===== src/rtl/tiu_pkg.sv =====
// tiu_pkg: shared types and sizes for the trie insert and lookup unit
// no dependencies
`default_nettype none
package tiu_pkg;

    localparam int NODES = 1024;
    localparam int IDX_W = $clog2(NODES);
    localparam int CNT_W = IDX_W + 1;

    localparam logic CMD_INSERT = 1'b0;
    localparam logic CMD_LOOKUP = 1'b1;

    typedef struct packed {
        logic       cmd;
        logic [7:0] symbol;
        logic       last;
    } item_t;

    typedef struct packed {
        logic found;
        logic status;
    } result_t;

    typedef struct packed {
        logic accept;
        logic rd_node;
        logic hit;
        logic step;
        logic alloc;
        logic fail;
        logic mark_end;
        logic rd_end;
        logic emit;
    } ctrl_t;

    typedef struct packed {
        logic failed;
        logic cmd;
        logic last;
        logic scan_end;
        logic match;
        logic full;
        logic out_busy;
    } stat_t;

endpackage
`default_nettype wire


===== src/rtl/tiu_ctrl.sv =====
// tiu_ctrl: sequencer for the per-byte edge search and key completion
// depends on tiu_pkg
`default_nettype none
module tiu_ctrl (
    input  wire logic            clk,
    input  wire logic            rst_n,
    input  wire logic            item_valid,
    output logic                 item_ready,
    input  wire tiu_pkg::stat_t  stat,
    output tiu_pkg::ctrl_t       ctrl
);

    typedef enum logic [2:0] {
        S_IDLE,
        S_START,
        S_READ,
        S_CMP,
        S_MISS,
        S_FINISH,
        S_EMIT
    } state_t;

    state_t state_reg, state_next;

    always_ff @(posedge clk or negedge rst_n)
    begin
        if (!rst_n)
        begin
            state_reg <= S_IDLE;
        end
        else
        begin
            state_reg <= state_next;
        end
    end

    always_comb
    begin
        ctrl       = '0;
        state_next = state_reg;
        item_ready = state_reg == S_IDLE;
        case (state_reg)
            S_IDLE:
            begin
                if (item_valid)
                begin
                    ctrl.accept = 1'b1;
                    state_next  = S_START;
                end
            end
            S_START:
            begin
                if (stat.failed)
                begin
                    state_next = S_FINISH;
                end
                else if (stat.scan_end)
                begin
                    state_next = S_MISS;
                end
                else
                begin
                    state_next = S_READ;
                end
            end
            S_READ:
            begin
                ctrl.rd_node = 1'b1;
                state_next   = S_CMP;
            end
            S_CMP:
            begin
                if (stat.match)
                begin
                    ctrl.hit   = 1'b1;
                    state_next = S_FINISH;
                end
                else
                begin
                    ctrl.step  = 1'b1;
                    state_next = S_START;
                end
            end
            S_MISS:
            begin
                if (stat.cmd == tiu_pkg::CMD_INSERT && !stat.full)
                begin
                    ctrl.alloc = 1'b1;
                end
                else
                begin
                    ctrl.fail = 1'b1;
                end
                state_next = S_FINISH;
            end
            S_FINISH:
            begin
                if (!stat.last)
                begin
                    state_next = S_IDLE;
                end
                else
                begin
                    if (stat.cmd == tiu_pkg::CMD_INSERT)
                    begin
                        ctrl.mark_end = !stat.failed;
                    end
                    else
                    begin
                        ctrl.rd_end = 1'b1;
                    end
                    state_next = S_EMIT;
                end
            end
            S_EMIT:
            begin
                if (!stat.out_busy)
                begin
                    ctrl.emit  = 1'b1;
                    state_next = S_IDLE;
                end
            end
            default:
            begin
                state_next = S_IDLE;
            end
        endcase
    end

endmodule
`default_nettype wire


===== config.mk =====
export PLATFORM = sky130hd
export DESIGN_NAME = tiu_ctrl
export DESIGN_NICKNAME = d
export VERILOG_FILES = /design/src/rtl/tiu_pkg.sv /design/src/rtl/tiu_ctrl.sv
export SDC_FILE = /design/constraint.sdc
export NUM_CORES = 1
export LEC_CHECK = 0
export ABC_AREA = 1
export BUFFER_PORTS_ARGS = -buffer_cell sky130_fd_sc_hd__buf_2
export CORE_AREA = 2 2 39 41
export CTS_CLUSTER_DIAMETER = 50
export DETAILED_ROUTE_END_ITERATION = 16
export DIE_AREA = 0 0 41 43
export SLEW_MARGIN = 5
export SYNTH_ARGS = -nofsm -noshare
export SYNTH_HDL_FRONTEND = slang
export SYNTH_SLANG_ARGS = --single-unit

===== constraint.sdc =====
create_clock -name clk -period 3.3 [get_ports clk]
set_clock_uncertainty 0.15 [all_clocks]
set_input_delay 0.66 -clock clk [delete_from_list [all_inputs] [get_ports clk]]
set_output_delay 0.66 -clock clk [all_outputs]
set_load 0.05 [all_outputs]

==> summary.txt, run 1 <==
Worst setup path
  • Worst R2R End: state_reg[0]
  • Crit start category: register
  • Worst r2r path cells: 4
  • Max FO, Critical Path: 6
  • Crit. End Element: primary output
  • Data required, critical path: 2.49 ns
  • Crit Path Category: reg2out
  • Reg-to-reg critical path startpoint: state_reg[0]
  • CP Launch Point: state_reg[0]
  • Reg2reg setup slack: 2.11 ns
  • Arrival time at the worst endpoint: 1.41 ns

Timing
  • Fin crit period: 2.224 ns
  • Max Fclk: 0.4497 GHz
  • TNS Setup: 0 ns
  • Worst setup margin: 1.076 ns
  • RSZ-0062 raised after global routing: false
  • Worst slew pin tran: 0.2513 ns
  • Fin crit share: 67.39%
  • Setup violators final: 0
  • Fin. Hold Viols: 0
  • Final Max Tran Viols: 0
  • Slew HR: 83.36%

Yosys
  • Yosys top cell by area: dfrtp_1
  • Distinct cells, synth: 13
  • Yosys warns: 0
  • Share of the synthesized area in the top cell type: 27.91%
  • Seq cells post-synth: 3
  • Area contributors post-synth: dfrtp_1 (28%), inv_1 (13%), nor2_1 (11%), nand4_1 (9.3%), nand2_1 (8.4%)
  • Proportion of synthesized chip area in sequential cells: 27.91%
  • Mean Syn Cell Area: 6.114 sq um
  • Mapped Area: 269.0 sq um
  • Net Count, Synth: 54
  • Post-Synthesis Cells: 44

Place
  • Post-DP HPWL: 583.2 microns
  • Dpl cells: 79
  • Gp weighted congestion: 0.7047
  • Port bufs: 19
  • Worst slack, placed: 1.137 ns

Clock tree
  • Worst skew pair latency: 0.24 ns
  • Post-cts gate resize count: 0
  • CTS sink cnt: 3
  • # H-tree levels: 1
  • Root Driver: clkbuf_4
  • Worst-path clk slew: 0.04 ns
  • TritonCTS Buffers: 3
  • Setup repair bufs after CTS: 0
  • CTS tree: yes
  • Clock Tree Buf Depth: 2
  • Hold buffer count at CTS: 0

Floorplanning
  • Die Span Y: 43 microns
  • Initial core utilization: 19.44%
  • Horiz. Die Dim: 41 microns
  • Boundary Pins: 20
  • Rows: 14
  • Core Region: 1384 sq um
  • Die ar.: 1763 sq um

Power
  • Final Power: 0.0003706 W
  • Static leakage: 0.2610 nW
  • Worst ir drop on vdd: 0.2742 mV
  • P per Cell Area: 903.0 nW/um^2

Final layout
  • Layout net count: 78
  • Diode count: 0
  • Most frequent cells in the layout: buf_2 (19), inv_1 (9), nor2_1 (8)
  • Synthesis-to-layout area growth: 52.56%
  • Max reg flops: 3
  • Final non-filler cell total: 83
  • Most common cell after layout, fill and taps aside: buf_2
  • Layout cells sized above 1: 43.28%

GRT
  • Largest net degree at the start of global routing: 7
  • Vias in the first global route: 340
  • Global-route wire length before repair: 1269 microns
  • Initial antenna violation count: 0
  • Total grt overflow: 0
  • GRT Total Usage: 10.75%

Routing
  • WL per Instance: 8.747 microns
  • DRT Wirelength: 726 microns
  • DR pass1 iterations: 4
  • DRT iter0 DRCs: 12
  • Via count: 346
  • Number of routed nets with antenna violations: 0
  • Via/cell ratio: 4.169
  • Drc violations: 0

Flow run
  • Max Cap Viol: 0

Status
  • Outcome: finished, final reports clean

Worst hold path
  • Hold Crit Class: in2async
==> critical path, cell delays in order (launching register included) <==
cell     delay, ns
dfrtp_1       0.40
inv_1         0.16
nand2_1       0.09
nor2_2        0.10
inv_1         0.07
nor3_2        0.09
buf_2         0.28
==> metrics by stage <==
stage | instance area (sq um) | hold slack (ns) | util, %
final | 410.4 | 0.05752 | 29.66
after detailed placement | 384.1 | 0.3084 | 27.76
after global routing | 410.4 | 0.04654 | 29.66
after CTS | 410.4 | 0.05269 | 29.66
after global placement | 384.1 | 0.3071 | 27.76
after floorplan | 269.0 | 0.2144 | -
==> power breakdown <==
group | internal [W] | leakage (nW) | switching [W]
clock | 0.0000454 | 0.0150 | 0.0000209
sequential | 0.0000547 | 0.0364 | 0.0000210
combinational | 0.0000570 | 0.210 | 0.000172
==> final cells by class <==
| type | count | area, sq um |
|---|---|---|
| Clock buffer | 4 | 26.28 |
| Fill cell | 164 | 973.4 |
| Inverter | 12 | 45.04 |
| Multi-Input combinational cell | 29 | 148.9 |
| Sequential cell | 3 | 75.07 |
| Tap cell | 16 | 20.02 |
| Timing Repair Buffer | 19 | 95.09 |
==> synth_stat cells (all sizes together) <==
cell	n
nand4	4
a22oi	1
nor3	3
inv	12
nor2	10
dfrtp	3
nand3	3
o21ai	1
nand2	6
nor4	1
==> worst max path at each step <==
stage | endpoint | cells after the start
2_1_floorplan | ctrl[5] | 1
3_3_place_gp | ctrl[2] | 6
3_5_place_dp | ctrl[2] | 6
4_1_cts | ctrl[4] | 6
5_1_grt | ctrl[4] | 6
6_report | ctrl[4] | 6
==> layer usage <==
layer	GRT usage, %	share of wire (%)	vias up
li1	-	-	186
met1	12.58	44	146
met2	15.63	48	12
met3	1.571	5.8	2
met4	10.00	2.9	0
met5	0	0	-
==> kinds of logic (layout without fill, tap and decap cells) <==
kind of cell	count (synthesis)	in the layout	share of synthesized area, %
simple gates	27	27	50.69
compound gates	2	2	4.650
buf+inv	12	35	16.74
flops	3	3	27.91
No activity file was read; power rests on OpenSTA's default activity.
==> run 2: changes to the inputs <==
==> constraint.sdc (replaced) <==
create_clock -name clk -period 1.9 [get_ports clk]
set_clock_uncertainty 0.15 [all_clocks]
set_input_delay 0.38 -clock clk [delete_from_list [all_inputs] [get_ports clk]]
set_output_delay 0.38 -clock clk [all_outputs]
set_load 0.05 [all_outputs]
==> run 2 against run 1 <==
  * Utilization grew 4.5 points
  * Via count grew 9.0%
  * Clock-buffer cell count is the same
  * Total power grew 87%
  * Sequential cell count is the same
  * Final area grew 15%
  * Routed wire length grew 1.2%
  * Die area is the same
  * Final cell count grew 2.4%
  * Non-clock buffer count grew 2
  * Largest cell class unchanged
==> summary.txt, run 2 (synthesis results as in run 1) <==
Worst setup path
  • Slowest stage delay, CP: 0.42 ns (+0.02 ns)
  • Arrival time at the worst endpoint: 1.31 ns (-0.10 ns)
  • Reg-to-reg critical path startpoint: state_reg[2]
  • Max FO, Critical Path: 6 (unchanged)
  • Top Family by Delay on Critical Path: flip-flops
  • Crit start category: register
  • Data required, critical path: 1.37 ns (-1.12 ns)
  • Critical-path cell list: inv_2 -> nand2_1 -> nor2_2 -> inv_1 -> nor3_2 -> buf_6
  • Max stage delay cell, worst path: dfrtp_1
  • CP Launch Point: state_reg[0]
  • Crit. End Element: primary output
  • CP bufs+invs: 3 (unchanged)
  • Crit Path Category: reg2out

GRT
  • Global-route wire length before repair: 1207 microns (-4.9%)
  • Initial antenna violation count: 0 (unchanged)
  • GRT Total Usage: 10.25% (-0.50 points)
  • Vias in the first global route: 325 (-4.4%)
  • GR Util met1: 11.61% (-0.97 points)
  • Total grt overflow: 0 (unchanged)
  • GR Util met3: 3.141% (+1.6 points)
  • Largest net degree at the start of global routing: 7 (unchanged)
  • Global route hottest layer: met2
  • Met2 Track Usage GR: 15.00% (-0.63 points)

Status
  • Outcome: finished, final reports clean

Timing
  • Fin crit share: 96.83%
  • Fin crit period: 1.840 ns
  • Max Fclk: 0.5435 GHz
  • Setup violators final: 0 (unchanged)
  • Final Max Tran Viols: 0 (unchanged)
  • Slew HR: 83.53% (+0.17 points)
  • Fin. Hold Viols: 0 (unchanged)
  • Worst slew pin tran: 0.2487 ns (-0.002596 ns)

Worst hold path
  • Hold Crit Class: in2reg
  • Hold Path Origin: item_valid

Final layout
  • Final non-filler cell total: 85 (+2.4%)
  • Max reg flops: 3 (unchanged)
  • Layout cells sized above 1: 52.17% (+8.9 points)
  • Layout net count: 80 (+2.6%)
  • Diode count: 0 (unchanged)
  • Most common cell after layout, fill and taps aside: buf_2
  • Final core area utilization: 34.18% (+4.5 points)
  • Filler Cell Count: 164 (unchanged)
  • Synthesis-to-layout area growth: 75.81%
  • Most frequent cells in the layout: buf_2 (13), inv_1 (8), nor2_1 (6)

Power
  • Sequential Power Share: 20.1% (-0.3 points)
  • Worst ir drop on vdd: 0.7139 mV (+160%)
  • Static leakage: 0.2708 nW (+3.7%)
  • Comb pwr share: 63.9% (+2.2 points)
  • Psw: 0.0003844 W (+80%)
  • P per Cell Area: 1462 nW/um^2 (+62%)
  • Final Power: 0.0006916 W (+87%)
  • Internal power: 0.0003072 W (+95%)
  • Clock power frac: 16.0% (-1.9 points)
  • Switching part of the total: 55.58% (-2.0 points)

Routing
  • DR pass1 iterations: 4 (unchanged)
  • WL per Instance: 8.647 microns (-1.1%)
  • Via count: 377 (+9.0%)
  • Via/cell ratio: 4.435 (+6.4%)
  • Number of routed nets with antenna violations: 0 (unchanged)
  • Drc violations: 0 (unchanged)
  • DRT iter0 DRCs: 4 (-8)
  • DRT Wirelength: 735 microns (+1.2%)

Place
  • Gp weighted congestion: 0.7934 (+13%)
  • Post-DP HPWL: 599.6 microns (+2.8%)
  • Dpl cells: 79 (unchanged)
  • Port bufs: 19 (unchanged)

Clock tree
  • CTS sink cnt: 3 (unchanged)
  • # H-tree levels: 1 (unchanged)
  • Root Driver: clkbuf_4
  • Clock Tree Buf Depth: 2 (unchanged)
  • Worst-path clk slew: 0.04 ns (about the same)
  • TritonCTS Buffers: 3 (unchanged)
  • CTS tree: yes
  • Worst skew pair latency: 0.23 ns (about the same)

Floorplanning
  • Die Span Y: 43 microns (unchanged)
  • Rows: 14 (unchanged)
  • Die ar.: 1763 sq um (unchanged)
  • Horiz. Die Dim: 41 microns (unchanged)
  • Core Region: 1384 sq um (unchanged)
  • Boundary Pins: 20 (unchanged)
  • Initial core utilization: 19.44% (unchanged)

Flow run
  • Max Cap Viol: 0 (unchanged)
## run 2: cell count changes in the layout (fill, tap and decap cells not counted), moves of 2 or more
cell,previous run,this run
buf_4,0,2
clkbuf_4,3,5
nor2_2,2,4
nor2_1,8,6
buf_6,0,3
buf_2,19,13
## run 2: worst paths after layout
check / to / slack, ns / cells after the start
hold / removal: state_reg[0] / 0.28 / 3
setup / recovery: ctrl[4] / 0.06 / 6
setup reg to reg: state_reg[0] / 0.74 / 4
min in group asynchronous: state_reg[0] / 0.32 / 2
max in group asynchronous: state_reg[1] / 1.17 / 2
hold reg to reg: state_reg[1] / 0.52 / 3
## run 2: stage by stage
step | area, sq um | TNS, ns | worst slack (ns) | hold slack (ns)
2_1_floorplan | 282.8 | -0.05028 | -0.04405 | -0.06559
6_report | 473.0 | 0 | 0.06018 | 0.2789
5_1_grt | 473.0 | -0.02815 | -0.01221 | 0.3030
3_5_place_dp | 397.9 | 0 | 0.1870 | 0.02802
4_1_cts | 444.2 | 0 | 0.02673 | 0.2762
3_3_place_gp | 397.9 | 0 | 0.2178 | 0.02697
## run 2: power groups by stage
stage / logic (W) / registers (W) / clock network, W
global route: 0.000481 / 0.000143 / 0.000121
CTS: 0.000417 / 0.000137 / 0.000113
finish: 0.000442 / 0.000139 / 0.000111
global placement: 0.000405 / 0.000135 / 0
floorplan: 0.000323 / 0.000128 / 0
detailed placement: 0.000405 / 0.000136 / 0
## run 2: final cells by class
cell class                      count  area [sq um]  share of cell area (%)
Clock buffer                        4         26.28                   5.556
Inverter                           12         45.04                   9.524
Multi-Input combinational cell     29         167.7                   35.45
Sequential cell                     3         75.07                   15.87
Tap cell                           16         20.02                   4.233
Timing Repair Buffer               21         138.9                   29.37
## run 2: tightest hold or removal path, stage by stage
cell and delay [ns]:
buf_2 0.08, o21ai_0 0.07, nor2_1 0.08
## run 2: per-layer routing
| metal | share of wire [%] | wire (microns) |
|---|---|---|
| met5 | 0 | 0 |
| met2 | 52 | 379 |
| met1 | 42 | 311 |
| met3 | 6.0 | 44 |
| met4 | 0 | 0 |
## run 2: what timing repair did
item | CTS | global route
endpoints found under the hold margin | 3 | 0
hold buffers | 1 | 0
endpoints found under the setup margin | 4 | 5
pin swaps | 0 | 0
gates resized for setup | 5 | 7
buffers inserted | 0 | 1
==> run 3: changes to the inputs <==
==> constraint.sdc (replaced) <==
create_clock -name clk -period 1.6 [get_ports clk]
set_clock_uncertainty 0.15 [all_clocks]
set_input_delay 0.32 -clock clk [delete_from_list [all_inputs] [get_ports clk]]
set_output_delay 0.32 -clock clk [all_outputs]
set_load 0.05 [all_outputs]
==> run 3 against run 2 <==
  * The flow now finishes with violations (setup timing)
  * Non-clock buffer count rose by 12
  * Die area did not move
  * Final area rose by 44%
  * Register-to-register slack got worse by 0.44 ns
  * Critical endpoint unchanged
  * Largest cell class is now buffers
  * Highest routed layer is now met4
==> summary.txt, run 3 (synthesis results as in run 1) <==
Clock tree
  • Worst skew pair latency: 0.24 ns (about the same)
  • TritonCTS Buffers: 3 (unchanged)
  • CTS sink cnt: 3 (unchanged)
  • CTS tree: yes
  • Worst-path clk slew: 0.04 ns (about the same)
  • Root Driver: clkbuf_4
  • # H-tree levels: 1 (unchanged)
  • Clock Tree Buf Depth: 2 (unchanged)

Routing
  • DR pass1 iterations: 5 (+1)
  • DRT Wirelength: 1014 microns (+38%)
  • Number of routed nets with antenna violations: 0 (unchanged)
  • Via count: 424 (+12%)
  • WL per Instance: 10.45 microns (+21%)
  • Drc violations: 0 (unchanged)
  • Via/cell ratio: 4.371 (-1.4%)
  • DRT iter0 DRCs: 6 (+2)

Timing
  • Max Fclk: 0.5521 GHz
  • Setup violators final: 10 (+10)
  • Fin crit period: 1.811 ns
  • Worst setup margin: -0.2114 ns (-0.2716 ns)
  • RSZ-0062 raised after global routing: true
  • Final Max Tran Viols: 0 (unchanged)
  • Fin crit share: 113.2%
  • Fin. Hold Viols: 0 (unchanged)
  • Worst slew pin tran: 0.2035 ns (-0.04517 ns)
  • Slew HR: 86.33% (+2.8 points)

Final layout
  • Diode count: 0 (unchanged)
  • Final non-filler cell total: 97 (+14%)
  • Most frequent cells in the layout: buf_4 (11), buf_6 (10), buf_2 (9)
  • Layout net count: 92 (+15%)
  • Synthesis-to-layout area growth: 154.0%
  • Final core area utilization: 49.37% (+15 points)
  • Most common cell after layout, fill and taps aside: buf_4
  • Max reg flops: 3 (unchanged)
  • Layout cells sized above 1: 70.37% (+18 points)

Floorplanning
  • Core Region: 1384 sq um (unchanged)
  • Horiz. Die Dim: 41 microns (unchanged)
  • Die ar.: 1763 sq um (unchanged)
  • Rows: 14 (unchanged)
  • Die Span Y: 43 microns (unchanged)
  • Initial core utilization: 19.44% (unchanged)
  • Boundary Pins: 20 (unchanged)

Flow run
  • Max Cap Viol: 0 (unchanged)

Place
  • Dpl cells: 88 (+11%)
  • Worst slack, placed: 0.005402 ns (-0.1816 ns)
  • Port bufs: 19 (unchanged)
  • Post-DP HPWL: 687.7 microns (+15%)
  • Gp weighted congestion: 0.7857 (-0.97%)

Power
  • P per Cell Area: 1795 nW/um^2 (+23%)
  • Static leakage: 0.3489 nW (+29%)
  • Worst ir drop on vdd: 0.7685 mV (+7.6%)

GRT
  • Global-route wire length before repair: 1621 microns (+34%)
  • Largest net degree at the start of global routing: 6 (-1)
  • Total grt overflow: 0 (unchanged)
  • Initial antenna violation count: 0 (unchanged)
  • Vias in the first global route: 383 (+18%)
  • GRT Total Usage: 14.82% (+4.6 points)

Worst setup path
  • Crit. End Element: primary output
  • Arrival time at the worst endpoint: 1.34 ns (+0.03 ns)
  • Data required, critical path: 1.13 ns (-0.24 ns)
  • Crit Path Category: reg2out
  • Max FO, Critical Path: 4 (-2)
  • Crit start category: register

Worst hold path
  • Hold Crit Class: in2reg

Status
  • Failing checks: setup timing
  • Outcome: finished with violations
[run 3: cell types whose count changed in the layout (fill, tap and decap cells not counted), moves of 2 or more]
cell / delta
buf_4: +9
buf_6: +7
buf_2: -4
inv_1: -3
inv_2: +3
nor2_4: +3
nor3_2: -3
nor3_4: +3
buf_8: +2
clkbuf_4: -2
nand3_1: -2
nor2_1: -2
[run 3: worst paths after layout]
kind / start / end / slack [ns] / depth (start not counted)
max in group asynchronous: rst_n / state_reg[2] / 0.93 / 2
worst max-delay path: state_reg[0] / ctrl[4] / -0.21 / 6
worst min-delay path: item_valid / state_reg[0] / 0.24 / 3
worst max register to register: state_reg[2] / state_reg[2] / 0.30 / 6
worst min register to register: state_reg[2] / state_reg[2] / 0.54 / 3
min in group asynchronous: rst_n / state_reg[1] / 0.25 / 2
[run 3: what timing repair did]
action	in CTS	in global routing
gates resized for setup	32	6
setup endpoints to repair	10	10
pin swaps	4	5
hold buffers	1	0
setup buffers	3	2
endpoints found under the hold margin	3	0
[run 3: final cells by class]
type | count | area [sq um]
clock buffers | 4 | 26.28
fillers | 129 | 700.7
inverters | 12 | 45.04
multi-input cells | 29 | 235.2
flip-flops and latches | 3 | 76.32
well taps | 16 | 20.02
repair buffers | 33 | 280.3
[run 3: through the flow]
stage / hold slack (ns) / TNS, ns / power (W) / cell area [sq um]
after floorplan: -0.1256 / -0.3602 / 0.0005611 / 305.3
after global placement: -0.03259 / 0 / 0.0008082 / 488.0
after detailed placement: -0.03065 / 0 / 0.0008103 / 488.0
after CTS: 0.2406 / -0.9116 / 0.001149 / 648.1
after global routing: 0.2643 / -1.813 / 0.001309 / 683.2
final: 0.2431 / -1.117 / 0.001226 / 683.2
[run 3: layer usage]
layer | vias to the layer above | track usage (%) | wire length, microns
met3 | 5 | 6.283 | 54
met5 | - | 0 | 0
met4 | 0 | 12.00 | 34
li1 | 216 | - | -
met2 | 15 | 19.69 | 521
met1 | 188 | 17.59 | 403
[run 3: report_power, final]
| group | internal (W) | switching, W |
|---|---|---|
| logic | 0.000404 | 0.000520 |
| registers | 0.000115 | 0.0000495 |
| clock network | 0.0000937 | 0.0000438 |
[run 3: worst max-delay path, cell delays in order, from the launching register on]
cell and delay (ns):
dfrtp_1 0.41, inv_2 0.09, nand2_2 0.07, nor2_4 0.12, inv_2 0.07, nor3_4 0.18, buf_6 0.18
